File: config.mk
export PLATFORM = sky130hd
export DESIGN_NAME = lgcs_ctrl
export DESIGN_NICKNAME = d
export VERILOG_FILES = /design/src/design/lgcs_pkg.sv /design/src/design/lgcs_ctrl.sv
export SDC_FILE = /design/constraint.sdc
export NUM_CORES = 1
export LEC_CHECK = 0
export BUFFER_PORTS_ARGS = -buffer_cell sky130_fd_sc_hd__buf_2
export CAP_MARGIN = 30
export CELL_PAD_IN_SITES_DETAIL_PLACEMENT = 1
export CELL_PAD_IN_SITES_GLOBAL_PLACEMENT = 1
export CORE_MARGIN = 1.5
export CORE_UTILIZATION = 25
export CTS_BUF_LIST = sky130_fd_sc_hd__clkbuf_8
export DETAILED_ROUTE_END_ITERATION = 16
export PLACE_DENSITY_LB_ADDON = 0.1
export SYNTH_ARGS = -nofsm -noshare
export SYNTH_HDL_FRONTEND = slang
export SYNTH_SLANG_ARGS = --single-unit
File: constraint.sdc
create_clock -name clk -period 3.9 [get_ports clk]
set_clock_uncertainty 0.15 [all_clocks]
set_input_delay 0.39 -clock clk [delete_from_list [all_inputs] [get_ports clk]]
set_output_delay 0.39 -clock clk [all_outputs]
set_load 0.03 [all_outputs]
File: src/design/lgcs_pkg.sv
// ----------------------------------------------------------------------------
// lgcs_pkg
// Shared constants and command/status types of the local goal cost selector.
// ----------------------------------------------------------------------------
package lgcs_pkg;

  localparam int MaxPoints = 1024;
  localparam int IdxW      = $clog2(MaxPoints);
  localparam int CntW      = $clog2(MaxPoints + 1);

  localparam logic [15:0] WeightReset = 16'd256;
  localparam logic [47:0] GoalInit    = 48'hFFFF_FFFF_FFFF;

  // register indexes
  localparam logic [0:0] RegDistW = 1'b0;
  localparam logic [0:0] RegCollW = 1'b1;

  // controller -> datapath
  typedef struct packed {
    logic            load;      // store the input beat
    logic            spr_start; // start spread pass
    logic            sqrt_go;   // launch square root on fetched point
    logic            sel_start; // start selection pass
    logic            sel_step;  // evaluate fetched point
    logic            rd_en;     // read stores at rd_addr
    logic [IdxW-1:0] rd_addr;
    logic            fetch_best;
    logic            finish;    // clear set state
  } lgcs_cmd_t;

  // datapath -> controller
  typedef struct packed {
    logic            sqrt_done;
    logic            mul_done;
    logic [CntW-1:0] count;
    logic [IdxW-1:0] nearest;
    logic [IdxW-1:0] best;      // winner of the selection pass
  } lgcs_sts_t;

endpackage

File: src/design/lgcs_ctrl.sv
// ----------------------------------------------------------------------------
// lgcs_ctrl
// Sequencer: load, spread pass, selection pass, result handoff.
// ----------------------------------------------------------------------------
module lgcs_ctrl (
  input  logic                clk,
  input  logic                rst_n,
  input  logic                in_beat,
  input  logic                in_last,
  output logic                in_ready,
  output logic                out_valid,
  input  logic                out_ready,
  output lgcs_pkg::lgcs_cmd_t cmd,
  input  lgcs_pkg::lgcs_sts_t sts
);
  localparam int IW = lgcs_pkg::IdxW;
  localparam int CW = lgcs_pkg::CntW;

  localparam logic [3:0] S_LOAD  = 4'd0;
  localparam logic [3:0] S_CRD   = 4'd1;  // read center
  localparam logic [3:0] S_SRD   = 4'd2;  // read spread point
  localparam logic [3:0] S_SGO   = 4'd3;
  localparam logic [3:0] S_SWT   = 4'd4;
  localparam logic [3:0] S_ERD   = 4'd5;
  localparam logic [3:0] S_EGO   = 4'd6;
  localparam logic [3:0] S_EWT   = 4'd7;
  localparam logic [3:0] S_BRD   = 4'd8;
  localparam logic [3:0] S_BFT   = 4'd9;
  localparam logic [3:0] S_OUT   = 4'd10;
  localparam logic [3:0] S_CGO   = 4'd11;
  localparam logic [3:0] S_CWT   = 4'd12;

  logic [3:0]    st_r, st_nxt;
  logic [CW-1:0] i_r, i_nxt;

  always_ff @(posedge clk) begin
    if (!rst_n) begin
      st_r <= S_LOAD; i_r <= '0;
    end else begin
      st_r <= st_nxt; i_r <= i_nxt;
    end
  end

  assign in_ready  = (st_r == S_LOAD);
  assign out_valid = (st_r == S_OUT);

  always_comb begin
    st_nxt = st_r;
    i_nxt  = i_r;
    cmd    = '0;
    case (st_r)
      S_LOAD: begin
        cmd.load = in_beat;
        if (in_beat && in_last) st_nxt = S_CRD;
      end
      S_CRD: begin
        // center first so its coordinates are latched; empty set skips
        if (sts.count == '0) begin
          st_nxt = S_BRD;
        end else begin
          cmd.rd_en = 1'b1; cmd.rd_addr = sts.nearest;
          cmd.spr_start = 1'b1;
          st_nxt = S_CGO;
        end
      end
      S_CGO: begin
        cmd.sqrt_go = 1'b1; st_nxt = S_CWT;
      end
      S_CWT: begin
        if (sts.sqrt_done) begin i_nxt = '0; st_nxt = S_SRD; end
      end
      S_SRD: begin
        cmd.rd_en = 1'b1; cmd.rd_addr = i_r[IW-1:0]; st_nxt = S_SGO;
      end
      S_SGO: begin
        cmd.sqrt_go = 1'b1; st_nxt = S_SWT;
      end
      S_SWT: begin
        if (sts.sqrt_done) begin
          if (i_r + 1'b1 == sts.count) begin
            i_nxt = '0; st_nxt = S_ERD; cmd.sel_start = 1'b1;
          end else begin
            i_nxt = i_r + 1'b1; st_nxt = S_SRD;
          end
        end
      end
      S_ERD: begin
        cmd.rd_en = 1'b1; cmd.rd_addr = i_r[IW-1:0]; st_nxt = S_EGO;
      end
      S_EGO: begin
        cmd.sel_step = 1'b1; st_nxt = S_EWT;
      end
      S_EWT: begin
        if (sts.mul_done) begin
          if (i_r + 1'b1 == sts.count) st_nxt = S_BRD;
          else begin i_nxt = i_r + 1'b1; st_nxt = S_ERD; end
        end
      end
      S_BRD: begin
        cmd.fetch_best = 1'b0;
        cmd.rd_en = (sts.count != '0);
        cmd.sel_start = 1'b0;
        cmd.rd_addr = sts.best;
        st_nxt = S_BFT;
      end
      S_BFT: begin
        cmd.fetch_best = 1'b1; st_nxt = S_OUT;
      end
      S_OUT: begin
        if (out_ready) begin cmd.finish = 1'b1; st_nxt = S_LOAD; end
      end
      default: st_nxt = S_LOAD;
    endcase
  end
endmodule

==> results.sh, run 1 <==
export IMPL_first_iter_violations=88
export IMPL_synth_top_cell_by_area="dfxtp_1"
export IMPL_setup_viol=0
export IMPL_syn_area_mm2=0.00167
export IMPL_cp_max_fo=11
export IMPL_finalHoldViolCount=0
export IMPL_hold_buffers=0
export IMPL_synth_edff_count=0
export IMPL_finalCritPeriodShare_pct=85.9
export IMPL_clock_fmax_mhz=299
export IMPL_cp_end_kind="output pin"
export IMPL_drive_gt1_share_pct=29.3
export IMPL_p_per_area_mw_per_mm2=426
export IMPL_holdPathStages=3
export IMPL_worst_pin_slew_ns=0.983
export IMPL_antenna_found_initial=0
export IMPL_period_minus_slack_ns=3.35
export IMPL_pin_count=58
export IMPL_rsz0062_at_grt="no"
export IMPL_synth_main_ff_cell="dfxtp_1"
export IMPL_grtUsageTotal_pct=16.8
export IMPL_wl_mm=5.83
export IMPL_final_area_mm2=0.00204
export IMPL_initial_core_util_pct=26.1
export IMPL_power_leakage_nw=0.926
export IMPL_drv_cap=0
export IMPL_drcViolationCount=0
export IMPL_die_h_um=84.6
export IMPL_p_switching_uw=451
export IMPL_syn_to_final_growth_pct=22.2
export IMPL_crit_type="flop to output pin"
export IMPL_ys_types=55
export IMPL_slew_headroom_pct=34.4
export IMPL_n_antenna_cell=0
export IMPL_worst_slack_ns=0.551
export IMPL_status="finished, final reports clean"
export IMPL_finalNonFillerCells=350
export IMPL_post_dp_cell_area_mm2=0.00199
export IMPL_cp_cell_sequence="ha_1, nand2_2, a2111oi_2, a31o_2, nand3_1, nor4_2, and4_1, buf_2"
export IMPL_cts_buffers=3
export IMPL_clock_path_buffers=2
export IMPL_crit_slowest_cell="dfxtp_1"
export IMPL_mostFrequentLayoutCells="buf_2 (57), nand2_1 (25), nor2_1 (19), dfxtp_1 (15), inv_1 (14)"
export IMPL_async_flop_share_pct=0
export IMPL_setup_tns_ns=0
export IMPL_cts_sinks=15
export IMPL_fill_cells=833
export IMPL_synth_seq_cells=15
export IMPL_pre_cts_slack_ns=0.782
export IMPL_final_antenna_net_count=0
export IMPL_cts_resized=0
export IMPL_drt_pass1_iterations=4
export IMPL_clk_latency_ns=0.25
export IMPL_combPwrFrac_pct=60.8
export IMPL_io_buffers=57
export IMPL_p_seq_share_pct=24.6
export IMPL_synth_top_area_share_pct=18.0
export IMPL_hold_class="input port to flop"
export IMPL_dp_hpwl_mm=4.52
export IMPL_gp_congestion=0.757
export IMPL_grt_pass1_wl_mm=9.74
export IMPL_p_sw_share_pct=51.9
export IMPL_clkPwrFrac_pct=14.6
export IMPL_slowest_delay_ns=0.52
export IMPL_wl_per_cell_um=16.7
export IMPL_worstSetupStartpointType="flop"
export IMPL_clkTransAtPathRegs_ns=0.07
export IMPL_grt_pass1_vias=1968
export IMPL_final_util_pct=31.9
export IMPL_core_area_mm2=0.00639
export IMPL_fin_nets=313
export IMPL_yosysWarnings=0
export IMPL_synth_seq_area_share_pct=18.0
export IMPL_synth_avg_cell_area_um2=7.47
export IMPL_grt_max_degree=17
export IMPL_syn_nets=262
export IMPL_whs_ns=0.293
export IMPL_postCtsSetupRepairBufs=0
export IMPL_required_ns=3.36
export IMPL_dp_cells=346
export IMPL_die_width_um=84.6
export IMPL_overflow=0
export IMPL_vias=1900
export IMPL_crit_arrival_ns=2.81
export IMPL_root_buffer="clkbuf_8"
export IMPL_final_common_cell="buf_2"
export IMPL_ir_drop_mv=0.281
export IMPL_cts_tree="built"
export IMPL_p_int_uw=417
export IMPL_h_tree_depth=1
export IMPL_die_area_mm2=0.00716
export IMPL_rows=29
export IMPL_netlist_instances=223
export IMPL_synth_area_leaders="dfxtp_1 (18%), a222oi_1 (6.0%), nand2_1 (5.6%), nor2_1 (4.3%), nor4_1 (3.8%)"
export IMPL_viasPerCell=5.43
export IMPL_power_uw=868
export IMPL_r2r_cells=9
export IMPL_final_max_slew_viol_count=0
[worst max-delay path, delay by kind of cell (launching register included)]
| family | cells | cell delay [ns] |
|---|---|---|
| adder cells (fa/ha/maj) | 1 | 0.48 |
| buffers and inverters | 1 | 0.19 |
| AND/OR/NAND/NOR | 4 | 0.83 |
| flip-flops | 1 | 0.52 |
| AO/OA/AOI/OAI | 2 | 0.53 |
[path summary, 6_finish.rpt]
check,start,to,slack (ns)
max,i_r[0],cmd[14],0.55
min,rst_n,st_r[2],0.29
max reg2reg,i_r[0],i_r[10],0.89
min reg2reg,i_r[10],i_r[10],0.43
[Yosys cell counts, types with 3 or more instances]
cell      number
buf_2          5
clkbuf_1       3
a211o_1        7
inv_1         13
a21oi_1        5
xnor2_1        7
nor2_1        19
nand4_1        3
nand2b_1       7
buf_4          5
nand2_1       25
o21ai_0        7
a222oi_1      10
a221o_1        3
a211oi_1       4
a31oi_1        3
and2_1         4
nor3b_1        3
nand3_1        6
dfxtp_1       15
or3_1          3
xor2_1         6
nor4_1        10
mux2i_1        3
nor3_1         8
a21o_1         3
[routing by layer]
layer,share of wire [%],vias to the layer above,GRT usage (%)
met1,49,898,24.2
met5,0,-,0
met2,44,53,26.7
met4,0.65,0,1.91
met3,5.4,4,3.34
li1,-,945,-
[power by group through the flow]
stage / clock, mW / sequential (mW) / combinational, mW
after CTS: 0.128 / 0.212 / 0.532
after floorplan: 0 / 0.180 / 0.395
final: 0.127 / 0.213 / 0.528
after global placement: 0 / 0.216 / 0.525
after detailed placement: 0 / 0.216 / 0.529
after global routing: 0.137 / 0.218 / 0.579
[flip-flops by register name, summed over array words and instances, names as in the netlist]
signal	count
st_r	4
i_r	11
[cell families (layout without fill, tap and decap cells)]
logic type / count (synthesis) / in the layout / share of synthesized area (%)
xor+xnor: 14 / 14 / 7.81
flops: 15 / 15 / 18.0
compound gates: 55 / 55 / 26.8
mux: 4 / 4 / 2.48
buf+inv: 29 / 79 / 8.93
fa+ha+maj: 1 / 1 / 0.751
simple gates: 105 / 105 / 35.2
[layout make-up]
| class | instances | area [um2] | share of cell area [%] |
|---|---|---|---|
| flip-flops and latches | 15 | 300 | 14.7 |
| well taps | 77 | 96.3 | 4.73 |
| multi-input cells | 179 | 1220 | 60.1 |
| clock inverters | 1 | 3.75 | 0.184 |
| repair buffers | 62 | 323 | 15.8 |
| inverters | 13 | 48.8 | 2.40 |
| clock buffers | 3 | 41.3 | 2.03 |
No activity file was read; power rests on OpenSTA's default activity.
==> run 2: changes to the inputs <==
--- a/config.mk
+++ b/config.mk
@@ -5,6 +5,7 @@
 export SDC_FILE = /design/constraint.sdc
 export NUM_CORES = 1
 export LEC_CHECK = 0
+export ABC_AREA = 1
 export BUFFER_PORTS_ARGS = -buffer_cell sky130_fd_sc_hd__buf_2
 export CAP_MARGIN = 30
 export CELL_PAD_IN_SITES_DETAIL_PLACEMENT = 1
==> run 2 against run 1 <==
Sequential share of layout area down 0.84 points. Power is 0.95% higher. Non-clock buffer count shrank 5. Sequential power is 14% lower. Register-to-register slack gained 0.08 ns. Sequential cell count is the same. Cell count up 33%. Setup slack better by 0.42 ns. Critical path type is now flop to flop. Critical endpoint is now i_r[2]. Largest cell class unchanged.
==> results.sh, run 2 <==
export IMPL_status="finished, final reports clean"
export IMPL_cts_sinks=15
export IMPL_grt_pass1_wl_mm=10.2
export IMPL_die_area_mm2=0.00750
export IMPL_final_antenna_net_count=0
export IMPL_drv_cap=0
export IMPL_ir_drop_mv=0.184
export IMPL_final_max_slew_viol_count=0
export IMPL_finalHoldViolCount=0
export IMPL_syn_to_final_growth_pct=23.6
export IMPL_grtUsageTotal_pct=17.2
export IMPL_synth_area_leaders="nand2_1 (25%), dfxtp_1 (17%), inv_1 (9.7%), nand3_1 (6.9%), nor2_1 (6.9%)"
export IMPL_core_area_mm2=0.00679
export IMPL_rr_endpoint="i_r[2]"
export IMPL_cp_max_fo=14
export IMPL_grt_pass1_vias=2062
export IMPL_r2r_start="st_r[2]"
export IMPL_cts_tree="built"
export IMPL_mostFrequentLayoutCells="nand2_1 (115), buf_2 (57), inv_1 (45), nor2_1 (32), nand3_1 (24)"
export IMPL_largestRegisters="i_r (11), st_r (4)"
export IMPL_fill_cells=949
export IMPL_holdPathStages=3
export IMPL_ys_types=29
export IMPL_synth_top_area_share_pct=24.7
export IMPL_synth_top_cell_by_area="nand2_1"
export IMPL_reg2reg_slack_ns=0.97
export IMPL_p_per_area_mw_per_mm2=406
export IMPL_clk_latency_ns=0.26
export IMPL_hold_class="input port to flop"
export IMPL_cts_buffers=3
export IMPL_synth_edff_count=0
export IMPL_overflow=0
export IMPL_crit_arrival_ns=2.97
export IMPL_n_antenna_cell=0
export IMPL_period_minus_slack_ns=2.93
export IMPL_synth_seq_cells=15
export IMPL_power_leakage_nw=1.09
export IMPL_hold_buffers=0
export IMPL_required_ns=3.94
export IMPL_cts_resized=0
export IMPL_syn_area_mm2=0.00175
export IMPL_clock_path_buffers=2
export IMPL_netlist_instances=315
export IMPL_die_h_um=86.6
export IMPL_syn_nets=354
export IMPL_clkTransAtPathRegs_ns=0.07
export IMPL_first_iter_violations=76
export IMPL_gp_congestion=0.835
export IMPL_final_common_cell="nand2_1"
export IMPL_drive_gt1_share_pct=22.2
export IMPL_slew_headroom_pct=38.8
export IMPL_antenna_found_initial=0
export IMPL_cp_end_kind="flop"
export IMPL_crit_type="flop to flop"
export IMPL_worstSetupStartpointType="flop"
export IMPL_post_dp_cell_area_mm2=0.00211
export IMPL_initial_core_util_pct=25.7
export IMPL_synth_avg_cell_area_um2=5.55
export IMPL_min_from="rst_n"
export IMPL_r2r_cells=10
export IMPL_async_flop_share_pct=0
export IMPL_drt_pass1_iterations=4
export IMPL_root_buffer="clkbuf_8"
export IMPL_postCtsSetupRepairBufs=0
export IMPL_clock_fmax_mhz=342
export IMPL_vias=2182
export IMPL_largest_register_ffs=11
export IMPL_min_to="i_r[0]"
export IMPL_wl_mm=6.40
export IMPL_drcViolationCount=0
export IMPL_synth_seq_area_share_pct=17.2
export IMPL_worst_pin_slew_ns=0.914
export IMPL_pin_count=58
export IMPL_max_flop_register="i_r"
export IMPL_h_tree_depth=1
export IMPL_io_buffers=57
export IMPL_wl_per_cell_um=13.8
export IMPL_synth_commonest_cells="nand2_1 (115), inv_1 (45), nor2_1 (32)"
export IMPL_setup_tns_ns=0
export IMPL_rsz0062_at_grt="no"
export IMPL_grt_max_degree=15
export IMPL_setup_viol=0
export IMPL_yosysMostFrequentCell="nand2_1"
export IMPL_fin_nets=409
export IMPL_die_width_um=86.6
export IMPL_finalCritPeriodShare_pct=75.1
export IMPL_rows=30
export IMPL_viasPerCell=4.69
export IMPL_dp_hpwl_mm=5.32
export IMPL_yosysWarnings=0
export IMPL_final_area_mm2=0.00216
export IMPL_synth_main_ff_cell="dfxtp_1"
run 2: cell families after synthesis:
group / count (synthesis) / synth area share [%]
compound gates: 44 / 16.9
fa+ha+maj: 1 / 0.716
buf+inv: 53 / 12.2
flops: 15 / 17.2
simple gates: 202 / 53.0
run 2: area by class of cell:
class / instances / area, um2 / share of cell area, %
clock inverter: 1 / 5.00 / 0.232
inverter: 46 / 173 / 8.00
multi-input combinational: 247 / 1230 / 57.2
clock buffer: 3 / 41.3 / 1.91
timing repair buffer: 57 / 285 / 13.2
tap: 96 / 120 / 5.56
sequential: 15 / 300 / 13.9
run 2: worst max-delay path by stage:
| stage | startpoint | endpoint | slack [ns] | depth (start not counted) |
|---|---|---|---|---|
| 4_1_cts | st_r[2] | i_r[2] | 0.95 | 10 |
| 3_5_place_dp | st_r[2] | i_r[2] | 1.01 | 10 |
| 2_1_floorplan | i_r[0] | cmd[14] | 1.51 | 11 |
| 6_report | st_r[2] | i_r[2] | 0.97 | 10 |
| 3_3_place_gp | st_r[2] | i_r[2] | 1.02 | 10 |
| 5_1_grt | st_r[2] | i_r[1] | 0.64 | 10 |
run 2: where the power goes:
group | internal (mW) | switching [mW] | total, mW
combinational | 0.157 | 0.403 | 0.560
sequential | 0.166 | 0.0169 | 0.183
clock | 0.0709 | 0.0628 | 0.134
total | 0.394 | 0.483 | 0.877
run 2: per-stage QoR:
stage	power (mW)	worst slack, ns	hold WS, ns	utilization [%]	instances
6_report	0.877	0.972	0.264	31.8	465
5_1_grt	0.943	0.641	0.270	31.8	465
4_1_cts	0.885	0.951	0.260	31.8	465
3_5_place_dp	0.752	1.01	0.323	31.1	461
3_3_place_gp	0.750	1.02	0.322	31.1	461
2_1_floorplan	0.586	1.51	0.301	-	315
run 2: critical path: stages, from the launching register on:
cell and delay, ns:
dfxtp_1 0.41, inv_1 0.11, nor2_1 0.09, inv_1 0.10, nor2_1 0.71, nor2_1 0.08
nor2_1 0.61, nand2_4 0.24, nor2_1 0.18, nand2_1 0.08, a21oi_2 0.12
run 2: per-layer routing:
metal | part of all wire [%] | GRT usage [%] | vias up | wire (um)
met4 | 0 | 0.880 | 0 | 0
met1 | 50 | 24.6 | 999 | 3200
met5 | 0 | 0 | - | 0
met3 | 3.8 | 2.10 | 0 | 242
li1 | - | - | 1129 | -
met2 | 46 | 28.8 | 54 | 2960
==> run 3: changes to the inputs <==
==> constraint.sdc (replaced) <==
create_clock -name clk -period 2.4 [get_ports clk]
set_clock_uncertainty 0.15 [all_clocks]
set_input_delay 0.24 -clock clk [delete_from_list [all_inputs] [get_ports clk]]
set_output_delay 0.24 -clock clk [all_outputs]
set_load 0.03 [all_outputs]
==> run 3 against run 2 <==
Cell area is 13% higher. Sequential share of layout area down 1.0 points. Critical path type is now flop to output pin. Power grew 65%. Count of clock-buffer cells in the layout unchanged. Highest routed layer is now met4. Largest power group unchanged. Die area stayed put.
==> results.sh, run 3 (synthesized netlist as in run 2, its figures left out) <==
export IMPL_status="finished, final reports clean"
export IMPL_final_common_cell="nand2_1"
export IMPL_p_switching_uw=791
export IMPL_hold_buffers=0
export IMPL_final_area_mm2=0.00244
export IMPL_drive_gt1_share_pct=34.0
export IMPL_clkPwrFrac_pct=14.9
export IMPL_final_antenna_net_count=0
export IMPL_cp_max_fo=6
export IMPL_clk_latency_ns=0.25
export IMPL_antenna_found_initial=0
export IMPL_required_ns=2.01
export IMPL_vias=2246
export IMPL_wl_per_cell_um=13.4
export IMPL_crit_arrival_ns=2.00
export IMPL_whs_ns=0.115
export IMPL_post_dp_cell_area_mm2=0.00220
export IMPL_p_sw_share_pct=54.7
export IMPL_core_area_mm2=0.00679
export IMPL_largestRegisters="i_r (11), st_r (4)"
export IMPL_combPwrFrac_pct=64.9
export IMPL_dp_hpwl_mm=5.48
export IMPL_grtUsageTotal_pct=18.0
export IMPL_power_leakage_nw=1.21
export IMPL_largest_register_ffs=11
export IMPL_gp_congestion=0.805
export IMPL_rsz0062_at_grt="yes"
export IMPL_syn_to_final_growth_pct=39.7
export IMPL_final_max_slew_viol_count=0
export IMPL_grt_pass1_vias=2213
export IMPL_drcViolationCount=0
export IMPL_p_per_area_mw_per_mm2=593
export IMPL_h_tree_depth=1
export IMPL_fill_cells=953
export IMPL_pin_count=58
export IMPL_clock_fmax_mhz=418
export IMPL_cp_end_kind="output pin"
export IMPL_drv_cap=0
export IMPL_p_seq_share_pct=20.2
export IMPL_drt_pass1_iterations=4
export IMPL_finalNonFillerCells=484
export IMPL_pre_cts_slack_ns=-0.0967
export IMPL_worstSetupStartpointType="flop"
export IMPL_cts_tree="built"
export IMPL_hold_class="input port to flop"
export IMPL_n_antenna_cell=0
export IMPL_first_iter_violations=56
export IMPL_mostFrequentLayoutCells="nand2_1 (104), buf_2 (56), inv_1 (42), nor2_1 (30), buf_4 (20)"
export IMPL_setup_viol=0
export IMPL_slew_headroom_pct=63.1
export IMPL_rows=30
export IMPL_clkTransAtPathRegs_ns=0.07
export IMPL_overflow=0
export IMPL_io_buffers=57
export IMPL_max_flop_register="i_r"
export IMPL_die_area_mm2=0.00750
export IMPL_wl_mm=6.51
export IMPL_cts_sinks=15
export IMPL_ir_drop_mv=0.386
export IMPL_final_util_pct=35.9
export IMPL_period_minus_slack_ns=2.39
export IMPL_grt_pass1_wl_mm=10.8
export IMPL_fin_nets=428
export IMPL_viasPerCell=4.64
export IMPL_initial_core_util_pct=25.7
export IMPL_finalHoldViolCount=0
export IMPL_root_buffer="clkbuf_8"
export IMPL_worst_pin_slew_ns=0.552
export IMPL_grt_max_degree=15
export IMPL_die_h_um=86.6
export IMPL_p_int_uw=656
export IMPL_finalCritPeriodShare_pct=99.6
export IMPL_clock_path_buffers=2
export IMPL_dp_cells=473
export IMPL_crit_type="flop to output pin"
export IMPL_die_width_um=86.6
export IMPL_worst_slack_ns=0.00955
export IMPL_cts_buffers=3
## run 3: repair_timing
action | in CTS | in global routing
pin swaps | 13 | 6
endpoints found under the setup margin | 11 | 20
gates resized for setup | 28 | 15
gates cloned | 0 | 0
setup buffers | 6 | 1
## run 3: power groups by stage
| stage | clock, mW | combinational (mW) | sequential (mW) |
|---|---|---|---|
| 4_1_cts | 0.221 | 0.943 | 0.291 |
| 6_report | 0.216 | 0.939 | 0.292 |
| 2_1_floorplan | 0 | 0.659 | 0.293 |
| 3_3_place_gp | 0 | 0.942 | 0.301 |
| 5_1_grt | 0.234 | 1.04 | 0.296 |
| 3_5_place_dp | 0 | 0.937 | 0.300 |
## run 3: area by class of cell
cell class	instances	area, um2	area share (%)
clock buffers	3	41.3	1.69
clock inverters	1	5.00	0.205
repair buffers	76	430	17.6
flip-flops and latches	15	314	12.9
well taps	96	120	4.92
multi-input cells	247	1360	55.6
inverters	46	173	7.07
## run 3: path summary, 6_finish.rpt
path | to | slack, ns | cells past startpoint | from
worst max-delay path | cmd[14] | 0.01 | 12 | i_r[1]
worst min-delay path | i_r[0] | 0.12 | 3 | rst_n
worst max register to register | st_r[2] | 0.12 | 15 | i_r[1]
worst min register to register | i_r[10] | 0.33 | 2 | i_r[10]
## run 3: per-layer routing
layer  track usage [%]  share of wire [%]  up-vias  wire, um
met5                 0                  0        -         0
met4              1.76               0.18        0        12
met3              2.10                3.0        2       195
met2              31.3                 47       37      3090
met1              24.7                 49     1034      3210
li1                  -                  -     1173         -
## run 3: worst max-delay path, cell delays in order (launching register included)
cell     delay (ns)
dfxtp_4        0.37
ha_4           0.17
nand2_4        0.08
nor2_4         0.19
nand3_2        0.13
nand2_2        0.09
nand3_2        0.06
nand2_2        0.10
nand4_4        0.08
nor2_4         0.14
nand2_2        0.06
nor2_1         0.09
buf_4          0.16
## run 3: per-stage QoR
stage / total power [mW] / TNS, ns
finish: 1.45 / 0
global route: 1.57 / -0.396
CTS: 1.46 / -0.0211
detailed placement: 1.24 / -0.231
global placement: 1.24 / -0.0752
floorplan: 0.952 / 0
